`src/rtl/tocw_div.sv`:
```
// One lane of the pipelined restoring divider: rounded quotient of num * 2^WF
// by den, one quotient bit per register stage. Uses no package items.
module tocw_div #(
    parameter int NW = 22,
    parameter int DW = 24,
    parameter int WF = 15
) (
    input  logic          clk,
    input  logic          rst_n,
    input  logic          in_valid,
    input  logic [NW-1:0] num,
    input  logic [DW-1:0] den,
    output logic          out_valid,
    output logic [WF:0]   quo
);

    localparam int QB = WF + 1;
    localparam int XW = NW + WF + 1;

    logic [QB:0]   v_reg;
    logic [DW-1:0] rem_reg [0:QB];
    logic [DW-1:0] rem_next [0:QB];
    logic [DW-1:0] den_reg [0:QB];
    logic [QB-1:0] low_reg [0:QB];
    logic [QB-1:0] low_next [0:QB];
    logic [QB-1:0] q_reg [0:QB];
    logic [QB-1:0] q_next [0:QB];

    // The partial remainder starts below den because the quotient fits QB bits.
    always_comb
    begin
        logic [XW-1:0] x;
        logic [DW:0]   t;
        x = (XW'(num) << WF) + XW'(den >> 1);
        rem_next[0] = DW'(x[XW-1:QB]);
        low_next[0] = x[QB-1:0];
        q_next[0]   = '0;
        for (int k = 1; k <= QB; k++)
        begin
            t = {rem_reg[k-1], low_reg[k-1][QB-1]};
            if (t >= (DW+1)'(den_reg[k-1]))
            begin
                rem_next[k] = DW'(t - (DW+1)'(den_reg[k-1]));
                q_next[k]   = {q_reg[k-1][QB-2:0], 1'b1};
            end
            else
            begin
                rem_next[k] = DW'(t);
                q_next[k]   = {q_reg[k-1][QB-2:0], 1'b0};
            end
            low_next[k] = {low_reg[k-1][QB-2:0], 1'b0};
        end
    end

    always_ff @(posedge clk or negedge rst_n)
    begin
        if (!rst_n)
        begin
            v_reg <= '0;
        end
        else
        begin
            v_reg <= {v_reg[QB-1:0], in_valid};
        end
    end

    always_ff @(posedge clk)
    begin
        rem_reg    <= rem_next;
        low_reg    <= low_next;
        q_reg      <= q_next;
        den_reg[0] <= den;
        for (int k = 1; k <= QB; k++)
        begin
            den_reg[k] <= den_reg[k-1];
        end
    end

    assign out_valid = v_reg[QB];
    assign quo       = q_reg[QB];

endmodule

```
`config.mk`:
```
export PLATFORM = sky130hd
export DESIGN_NAME = tocw_div
export DESIGN_NICKNAME = d
export VERILOG_FILES = /design/src/rtl/tocw_div.sv
export SDC_FILE = /design/constraint.sdc
export NUM_CORES = 2
export LEC_CHECK = 0
export ABC_AREA = 1
export BUFFER_PORTS_ARGS = -buffer_cell sky130_fd_sc_hd__buf_2
export CORE_ASPECT_RATIO = 0.7
export CORE_MARGIN = 3
export CORE_UTILIZATION = 51
export CTS_CLUSTER_SIZE = 25
export DETAILED_ROUTE_END_ITERATION = 6
export PLACE_DENSITY = 0.7
export SLEW_MARGIN = 0
export SYNTH_ARGS = -nofsm -noshare
export SYNTH_HDL_FRONTEND = slang
export SYNTH_SLANG_ARGS = --single-unit
```
`constraint.sdc`:
```
create_clock -name clk -period 2.6 [get_ports clk]
set_clock_uncertainty 0.15 [all_clocks]
set_input_delay 0.78 -clock clk [delete_from_list [all_inputs] [get_ports clk]]
set_output_delay 0.78 -clock clk [all_outputs]
set_load 0.005 [all_outputs]
```
==> metrics <==
Die ar.=111000 um2; H-tree depth=3; first-pass GRT wire length=291000 um; Layout Cells excl Fill=10200; Cells after Synth=8345; Vias=between 50000 and 60000; Longest Clk Path Bufs=3; synth warn=0; syn nets=8801; unrepaired setup endpoints after global routing=yes; final setup vio count=2; sequential fraction of the synthesis area=34.1%; Worst Path Arrival=3.08 ns; Clock Power Share=16.8%; Pins Over Slew Limit=0; critical path class=reg2reg; port bufs=65; largest net degree at the start of global routing=30; Clock Pin Slew Worst Setup and Hold Paths=0.07 ns; Avg Inst Size Synth=6.51 um2; initial antenna violation count=8; number of CTS-inserted buffers=89; placed inst area=58300 um2; WP data required=3.07 ns; Via density=5.19; Logic pwr share=54.9%; total net switching power=0.0396 W; GRT overflow=0; TritonRoute pass-1 iters=7; Fin. Hold Viols=0; area grow syn2layout=14.0%; max-cap violations=0; sequential power share=28.3%; TritonCTS clock tree=yes; Max IR drop VDD=731 uV; root buffer cell=clkbuf_16; DRC=6; Clock Latency Late Sink=0.70 ns; fraction of layout cells with a size suffix above 1=under 10%; worst slew pin tran=0.969 ns; Core ar.=105000 um2; slew margin rel.=34.8%; DP Wirelength=between 150000 and 200000 um; Internal Pwr Total=0.0410 W; Final min period=2.61 ns; Post-DRT Antenna Nets=0; status=complete, but fails checks; Critical Path Sink Type=flip-flop; Tcrit/Tclk final=100%; Starting Density=51.8%; final instance area=just over 60000 um2; Core Util, Final=just under 60%; Critical Path Fanout Max=6; final worst setup slack=-0.0120 ns; CP Launch Type=flip-flop; Peak Freq=383 MHz; final WL=199000 um; synth unique cells=42; Filler Cell Count=10300; DR WL/cell=19.5 um; Final Wtd Congestion=1.05; worst hold path class=in2reg; dpl cells=10000; Sw Share=between 40 and 50%; Die Y-Extent=about 280 um; Ports=between 60 and 70; max FFs per register=384; Total GRT Usage=between 30% and 40%; pre-CTS setup slack=-0.389 ns; failing checks=DRC, setup timing; Cell Area, Synth=54300 um2; pwr/cell area=about 1300 nW/um2; post-synthesis register bit count=920; Die Width=396 um; leakage=roughly 36 nW; Tot Pwr=0.0806 W; clock sink count=920; vias in the first global route=around 47000; initial DRC count=between 5000 and 6000; final net count=9160; Site Rows=99
cell families (layout without fill, tap and decap cells):
kind of cell    after synthesis  count (layout)  share of synthesized area [%]
simple gates               4752            4756                           37.6
buf+inv                    1869            2300                           13.5
flops                       920             920                           34.1
fa+ha+maj                   407             407                           9.59
compound gates              223             223                           2.43
xor+xnor                    174             174                           2.80
other cells                   0               7                              0
Yosys cell counts:
master / count / share of area (%)
xnor2_1: 23 / 0.37
nand2_2: 5 / 0.058
o21ai_0: 9 / 0.083
nand4_2: 9 / 0.21
nor3_1: 34 / 0.31
inv_2: 16 / 0.11
inv_1: 1735 / 12
nand3_4: 17 / 0.55
nor2_2: 30 / 0.35
nand2_1: 3283 / 23
dfrtp_1: 17 / 0.78
o21ai_1: 13 / 0.12
or2_1: 1 / 0.012
nand4_1: 446 / 5.1
xor2_1: 151 / 2.4
nand4_4: 1 / 0.039
fa_1: 16 / 0.59
nor2_4: 1 / 0.021
clkbuf_1: 16 / 0.11
ha_1: 391 / 9.0
a21o_1: 1 / 0.014
buf_2: 66 / 0.61
a21oi_4: 14 / 0.42
dfxtp_1: 903 / 33
buf_8: 2 / 0.055
nand3_1: 404 / 3.7
a21oi_1: 168 / 1.5
or2_2: 2 / 0.023
nor3_4: 10 / 0.30
o21bai_1: 1 / 0.014
o21a_1: 14 / 0.19
buf_4: 6 / 0.083
a21boi_0: 1 / 0.014
nor4_1: 3 / 0.035
nand3_2: 15 / 0.28
o211ai_1: 1 / 0.014
and2_1: 12 / 0.14
nand3b_1: 32 / 0.44
nor3_2: 18 / 0.33
nor2_1: 429 / 3.0
o2111ai_1: 1 / 0.016
buf_6: 28 / 0.58
metrics by stage:
step | setup TNS [ns] | hold WS (ns)
global route | -0.00794 | 0.0147
detailed placement | -1.54 | 0.162
CTS | 0 | 0.00250
finish | -0.0188 | 0.0408
floorplan | 0 | 0.160
global placement | -1.62 | 0.160
routing by layer:
layer	part of all wire, %	GRT usage (%)
met5	0.12	1.53
met4	1.7	5.76
met3	15	14.6
met2	34	42.3
met1	50	55.3
power groups by stage:
stage | Sequential [W] | Clock (W) | Combinational [W]
finish | 0.0228 | 0.0135 | 0.0442
global route | 0.0229 | 0.0143 | 0.0489
CTS | 0.0225 | 0.0137 | 0.0421
detailed placement | 0.0227 | 0 | 0.0417
global placement | 0.0228 | 0 | 0.0413
floorplan | 0.0201 | 0 | 0.0292
what timing repair did:
item | 4_1_cts | 5_1_grt
buffers inserted | 0 | 9
hold buffers | 14 | 0
gates resized for setup | 7 | 97
endpoints found under the setup margin | 24 | 183
hold endpoints to repair | 30 | 0
cloned | 0 | 4
pin swaps | 1 | 15
layout make-up:
| cell class | count | area (um2) | area share, % |
|---|---|---|---|
| Clock inverter | 45 | 487 | 0.785 |
| Inverter | 1751 | 6570 | 10.6 |
| Tap cell | 1414 | 1770 | 2.86 |
| Clock buffer | 122 | 2550 | 4.12 |
| Antenna cell | 7 | 17.5 | 0.0283 |
| Timing Repair Buffer | 382 | 3170 | 5.12 |
| Multi-Input combinational cell | 5560 | 28800 | 46.5 |
| Sequential cell | 920 | 18500 | 29.9 |
critical path, stage by stage (launching register included):
cell and delay, ns:
dfxtp_1 0.46, inv_1 0.11, ha_2 0.43, nand2_1 0.11, inv_2 0.06, nand2_1 0.09
nor3_2 0.26, buf_4 0.16, nand4_2 0.12, nand3_4 0.13, buf_4 0.18, nand2_1 0.16
nand2_1 0.12
cells in the final DEF (no fill, tap or decap), drive strengths merged, types with 6 or more instances in the layout:
cell type,Yosys,final
a21oi,182,182
and2,12,12
buf,102,367
bufinv,0,6
clkbuf,16,123
clkinv,0,19
clkinvlp,0,12
dfrtp,17,17
dfxtp,903,903
diode,0,7
dlygate4sd3,0,14
fa,16,16
ha,391,391
inv,1751,1759
nand2,3288,3288
nand3,436,440
nand3b,32,32
nand4,456,456
nor2,460,460
nor3,62,62
o21a,14,14
o21ai,22,22
xnor2,23,23
xor2,151,151
final timing paths:
| path | cells past startpoint | startpoint | slack (ns) | to |
|---|---|---|---|---|
| max | 12 | den_reg[0][306] | -0.01 | rem_reg[95] |
| min | 1 | den[5] | 0.04 | den_reg[0][5] |
| max reg2reg | 12 | den_reg[0][306] | -0.01 | rem_reg[95] |
| min reg2reg | 0 | q_reg[165] | 0.16 | q_reg[150] |
| max in group asynchronous | 2 | rst_n | 1.60 | v_reg[9] |
| min in group asynchronous | 2 | rst_n | 0.40 | v_reg[11] |
No activity file was read; power rests on OpenSTA's default activity.
