<file path="src/rtl/tocw_pkg.sv">
// Shared types and constants of the time-of-day crossfade weight block.
// Depends on nothing; tocw_front and the top level refer to it by scoped names.
package tocw_pkg;

    localparam int IN_W       = 32;
    localparam int OUT_W      = 16;
    localparam int LANES      = 4;
    localparam int DEN_SCALE  = 35;
    localparam int EPS_INV    = 1000000;
    localparam int FULL_HOURS = 24;

    // Lane order: dawn, day, dusk, night.
    localparam int PEAK_HOURS [LANES] = '{6, 13, 20, 1};
    localparam int HALF_HOURS [LANES] = '{7, 7, 7, 5};

    typedef logic [IN_W-1:0]  hour_t;
    typedef logic [OUT_W-1:0] weight_t;

endpackage

</file>
<file path="src/rtl/tocw_front.sv">
// Front end of the crossfade weight pipeline: wrap the hour into a day, fold the
// distances, form the triangle numerators and pick the divisor. Uses tocw_pkg.
module tocw_front #(
    parameter int HOUR_FRAC_BITS = 16
) (
    input  logic                       clk,
    input  logic                       rst_n,
    input  logic                       in_valid,
    input  tocw_pkg::hour_t            hour_fixed,
    output logic                       out_valid,
    output logic [HOUR_FRAC_BITS+5:0]  num [tocw_pkg::LANES],
    output logic [HOUR_FRAC_BITS+7:0]  den
);

    localparam int F  = HOUR_FRAC_BITS;
    localparam int QW = tocw_pkg::IN_W - F - 3;
    localparam int ND = (QW + 1) / 2;
    localparam int HW = F + 5;
    localparam int NW = F + 6;
    localparam int DW = F + 8;
    localparam logic [1:0]    WRAP3 = (QW % 2 == 0) ? 2'd1 : 2'd2;
    localparam logic [HW-1:0] FULL  = HW'(tocw_pkg::FULL_HOURS) << F;
    localparam logic [DW-1:0] DEN0  = DW'(tocw_pkg::DEN_SCALE) << F;
    localparam logic [DW-1:0] THR   =
        DW'((longint'(tocw_pkg::DEN_SCALE) << F) / tocw_pkg::EPS_INV);

    logic          v1_reg, v2_reg, v3_reg, v4_reg;
    logic [HW-1:0] h_reg, h_next;
    logic [HW-1:0] d_reg [tocw_pkg::LANES];
    logic [HW-1:0] d_next [tocw_pkg::LANES];
    logic [NW-1:0] n_reg [tocw_pkg::LANES];
    logic [NW-1:0] n_next [tocw_pkg::LANES];
    logic [NW-1:0] n4_reg [tocw_pkg::LANES];
    logic [DW-1:0] den_reg, den_next;

    // The hour splits into a multiple of 8 units and a low part below that;
    // 24 units is 3 * 8, so only the upper part needs a reduction modulo 3.
    always_comb
    begin
        logic [2*ND-1:0] q_pad;
        logic [5:0]      dsum;
        logic [3:0]      t;
        logic [1:0]      c;
        logic [2:0]      m3;
        q_pad = (2*ND)'(hour_fixed[tocw_pkg::IN_W-1:F+3]);
        dsum  = '0;
        for (int i = 0; i < ND; i++)
        begin
            dsum = dsum + 6'(q_pad[2*i +: 2]);
        end
        t = 4'(dsum[1:0]) + 4'(dsum[3:2]) + 4'(dsum[5:4]);
        if (t >= 4'd6)
        begin
            t = t - 4'd6;
        end
        if (t >= 4'd3)
        begin
            t = t - 4'd3;
        end
        c  = hour_fixed[tocw_pkg::IN_W-1] ? WRAP3 : 2'd0;
        m3 = 3'(t[1:0]) + 3'd3 - 3'(c);
        if (m3 >= 3'd3)
        begin
            m3 = m3 - 3'd3;
        end
        h_next = {m3[1:0], hour_fixed[F+2:0]};
    end

    // Distance to each peak, taken the shorter way round the clock.
    always_comb
    begin
        logic [HW-1:0] pk, diff, alt;
        for (int l = 0; l < tocw_pkg::LANES; l++)
        begin
            pk   = HW'(tocw_pkg::PEAK_HOURS[l]) << F;
            diff = (h_reg >= pk) ? h_reg - pk : pk - h_reg;
            alt  = FULL - diff;
            d_next[l] = (alt < diff) ? alt : diff;
        end
    end

    // Numerators share the denominator 35 units.
    always_comb
    begin
        logic [HW-1:0] hwu;
        for (int l = 0; l < tocw_pkg::LANES; l++)
        begin
            hwu = HW'(tocw_pkg::HALF_HOURS[l]) << F;
            if (d_reg[l] < hwu)
            begin
                n_next[l] = NW'(hwu - d_reg[l])
                    * NW'(tocw_pkg::DEN_SCALE / tocw_pkg::HALF_HOURS[l]);
            end
            else
            begin
                n_next[l] = '0;
            end
        end
    end

    always_comb
    begin
        logic [DW-1:0] sum;
        sum = DW'(n_reg[0]) + DW'(n_reg[1]) + DW'(n_reg[2]) + DW'(n_reg[3]);
        den_next = (sum > THR) ? sum : DEN0;
    end

    always_ff @(posedge clk or negedge rst_n)
    begin
        if (!rst_n)
        begin
            v1_reg <= 1'b0;
            v2_reg <= 1'b0;
            v3_reg <= 1'b0;
            v4_reg <= 1'b0;
        end
        else
        begin
            v1_reg <= in_valid;
            v2_reg <= v1_reg;
            v3_reg <= v2_reg;
            v4_reg <= v3_reg;
        end
    end

    always_ff @(posedge clk)
    begin
        h_reg   <= h_next;
        d_reg   <= d_next;
        n_reg   <= n_next;
        n4_reg  <= n_reg;
        den_reg <= den_next;
    end

    assign out_valid = v4_reg;
    assign num       = n4_reg;
    assign den       = den_reg;

endmodule

</file>
<file path="config.mk">
export PLATFORM = sky130hd
export DESIGN_NAME = tocw_front
export DESIGN_NICKNAME = d
export VERILOG_FILES = /design/src/rtl/tocw_pkg.sv /design/src/rtl/tocw_front.sv
export SDC_FILE = /design/constraint.sdc
export NUM_CORES = 1
export LEC_CHECK = 0
export BUFFER_PORTS_ARGS = -buffer_cell sky130_fd_sc_hd__buf_2
export CAP_MARGIN = 10
export CORE_UTILIZATION = 47
export DETAILED_ROUTE_END_ITERATION = 7
export GPL_ROUTABILITY_DRIVEN = 0
export SYNTH_ARGS = -nofsm -noshare
export SYNTH_HDL_FRONTEND = slang
export SYNTH_SLANG_ARGS = --single-unit
</file>
<file path="constraint.sdc">
create_clock -name clk -period 15.3 [get_ports clk]
set_input_delay 1.53 -clock clk [delete_from_list [all_inputs] [get_ports clk]]
set_output_delay 1.53 -clock clk [all_outputs]
set_load 0.005 [all_outputs]
</file>
==> summary.md <==
| Metric | Value |
|---|---|
| Worst hold endpoint | out_valid |
| Number of synthesized flops with an enable pin | 0 |
| Number of diodes added for antenna fixing | 0 |
| Sum Neg Setup Slack | 0 ns |
| Launching point of the worst reg2reg path | h_reg[0] |
| Worst-path maximum fanout | 15 |
| Number of buffers added for setup after CTS | 0 |
| Hold path startpoint | v3_reg |
| Nature of the critical path endpoint | register |
| Fin. Hold Viols | 0 |
| Area leader, netlist | sky130_fd_sc_hd__dfxtp_1 |
| Worst slew margin relative to its limit | 15.6% |
| Share of the core filled with cells | 53.4% |
| Final worst path period share | 43.4% |
| Initial antenna violation count | 0 |
| Remaining antenna violation count after routing | 0 |
| Remaining Overflow, GRT | 0 |
| Register-to-register path setup slack | 8.65 ns |
| Outcome | finished, final reports clean |
| TritonCTS clock tree | yes |
| Number of register bits inferred by synthesis | 306 |
| Via count of the first global-routing pass | 16,500 |
| Yosys warning count | 0 |
| Fraction of registers with async set/reset | 1.31% |
| Final slew viol count | 0 |
| Critical path data required time | 15.70 ns |
| CTS hold repair buffers | 0 |
| Area growth syn-to-layout | 11.5% |
| Critical path class | reg2reg |
| Critical Path Source | h_reg[0] |
| Maximum achievable frequency | 150 MHz |
| Commonest cells after routing, fill and taps aside | sky130_fd_sc_hd__dfxtp_1, sky130_fd_sc_hd__ha_1, sky130_fd_sc_hd__nor2_1, sky130_fd_sc_hd__xnor2_1, sky130_fd_sc_hd__buf_2 |
| Placed wire-length estimate | 46,200 µm |
| Slew @ Worst Pin | 1.25 ns |
| Worst-case setup slack after placement | 8.17 ns |
| Endpoint of the worst-slack reg-to-reg timing path | d_reg[17] |
| Proportion of netlist area held by the largest area contributor | 29.1% |
| DRC viols | 0 |
| Count of TritonRoute iterations in the first routing pass | 6 |
| Starting utilization of the core area | 47.9% |
| Wire length after detailed routing | 57,300 µm |
| Setup violators final | 0 |
| Worst EP arrival | 7.05 ns |
| Latest clock arrival within the worst-skew pair | 0.56 ns |
| Ratio of routed vias to standard cells | 5.68 |
| Setup repair after global routing missed its margin | false |
| Number of sinks driven by the clock tree | 306 |
| Die Outline Area | 45,100 µm² |
| Total Routing Usage GR | 25.6% |
| Placeable core region | 43,400 µm² |
| Routed wire length per instance | 19.2 µm |
| Most instantiated flip-flop cell in the synthesis netlist | sky130_fd_sc_hd__dfxtp_1 |
| Cell Area, Synth | 20,800 µm² |
| Clock Skew | 0.0252 ns |
| Worst Reg-to-Reg Cells | 21 |
| H-Tree Depth | 2 |
| Inserted Clock Buffers | 35 |
| Deepest clock path buffer count | 3 |
| DIE WIDTH | 212 µm |
| Fraction of final layout cells with drive strength greater than 1 | 11.9% |
| Period minus WS final | 6.65 ns |
| Syn_nets | 2,585 |
| Kind of start point of the critical path | register |
| Share of synthesized area occupied by flip-flops and latches | 29.6% |
| Post-Synthesis Mean Instance Area | 9.21 µm² |
| Wire length of the first global-routing pass | 89,900 µm |
| Total number of nets in the final design | 2,703 |
| Row count | 76 |
| Port Buf Inserts | 147 |
| Most frequent standard cell in the layout excluding fill and tap cells | sky130_fd_sc_hd__dfxtp_1 |
| Buffer type at the clock tree root | sky130_fd_sc_hd__clkbuf_16 |
| Max cap viols | 0 |
| Chip height | 212 µm |
| Mapped Cells | 2,256 |
| Pin count of the biggest net entering global routing | 29 |
| Number of DRC markers after the initial detailed-route iteration | 1,422 |
| IO Pins | 148 |
| Via count of the routed design | 17,000 |
| Min-Delay Path Class | reg2reg |
| Post-cts sizing count | 0 |
| Cells taking the most area after synthesis | sky130_fd_sc_hd__dfxtp_1, sky130_fd_sc_hd__ha_1, sky130_fd_sc_hd__fa_1 |
| Number of cells on the worst hold path | 0 |
| Clock transition at the register clock pins on the worst setup and hold paths after CTS | 0.06 ns |
| Netlist cell types | 101 |
| Post-layout worst setup margin | 8.65 ns |
logic make-up after synthesis:
family	share of synthesized area [%]
flops	29.6
fa+ha+maj	20.4
xor+xnor	10.5
compound gates	15.2
simple gates	18.1
buf+inv	3.59
mux	2.55
critical path, stage by stage, from the launching register on:
cell and delay, ns:
sky130_fd_sc_hd__dfxtp_1 0.47, sky130_fd_sc_hd__inv_1 0.24, sky130_fd_sc_hd__ha_1 0.51, sky130_fd_sc_hd__or3b_2 0.59, sky130_fd_sc_hd__nor3_4 0.29, sky130_fd_sc_hd__a21o_1 0.48, sky130_fd_sc_hd__nor2_1 0.10, sky130_fd_sc_hd__xnor2_1 0.25
sky130_fd_sc_hd__nor3b_1 0.34, sky130_fd_sc_hd__o211ai_1 0.19, sky130_fd_sc_hd__nor3_1 0.47, sky130_fd_sc_hd__inv_1 0.11, sky130_fd_sc_hd__ha_1 0.35, sky130_fd_sc_hd__a21oi_1 0.21, sky130_fd_sc_hd__inv_1 0.11, sky130_fd_sc_hd__a2111o_1 0.35
sky130_fd_sc_hd__o221a_2 0.13, sky130_fd_sc_hd__o31ai_1 0.07, sky130_fd_sc_hd__nand4_1 0.15, sky130_fd_sc_hd__a41oi_2 0.63, sky130_fd_sc_hd__nand2_4 0.25, sky130_fd_sc_hd__mux2i_1 0.20
per-layer routing:
layer	routed length, µm	GRT usage, %	vias to the layer above
li1	-	-	8280
met4	2690	11.9	0
met3	3450	3.19	147
met2	25900	42.2	619
met1	25200	33.4	7912
met5	0	0	-
layout make-up:
class	count	area (µm²)
fillers	3960	20200
multi-input cells	1767	13900
flip-flops and latches	306	6150
clock buffers	45	993
repair buffers	161	841
well taps	585	732
inverters	103	387
clock inverters	16	165
synthesized netlist by cell type, drive strengths merged (15+ instances only):
cell type and count:
xnor2 162, buf 30, nand4 19, clkbuf 50
xor2 88, nand2b 30, a31oi 25, and3 15
nor4 26, nor2 202, o21a 19, a21o 38
nor2b 18, inv 99, nand3 45, nand2 125
ha 218, o31ai 17, or3 36, nor3 87
or2 20, fa 76, mux2i 45, and2 40
a211oi 33, a21oi 109, o21ai 70, dfxtp 302
metrics by stage:
stage / hold WS, ns / instance area, µm² / std cells
after floorplan: 0.331 / 20800 / 2256
after global placement: 0.333 / 22000 / 2922
after detailed placement: 0.342 / 22000 / 2922
after CTS: 0.356 / 23200 / 2983
after global routing: 0.364 / 23200 / 2983
final: 0.355 / 23200 / 2983
how the worst max path moves through the flow:
stage | endpoint | slack, ns | cells past startpoint
after global placement | h_reg[20] | 8.35 | 21
after CTS | h_reg[20] | 8.75 | 21
after global routing | d_reg[17] | 8.21 | 19
after detailed placement | h_reg[20] | 8.17 | 21
final | d_reg[17] | 8.65 | 21
after floorplan | h_reg[20] | 8.53 | 20
Power is not shown: default switching activity piles up to over one toggle a cycle in this logic, so the estimate is an artifact.
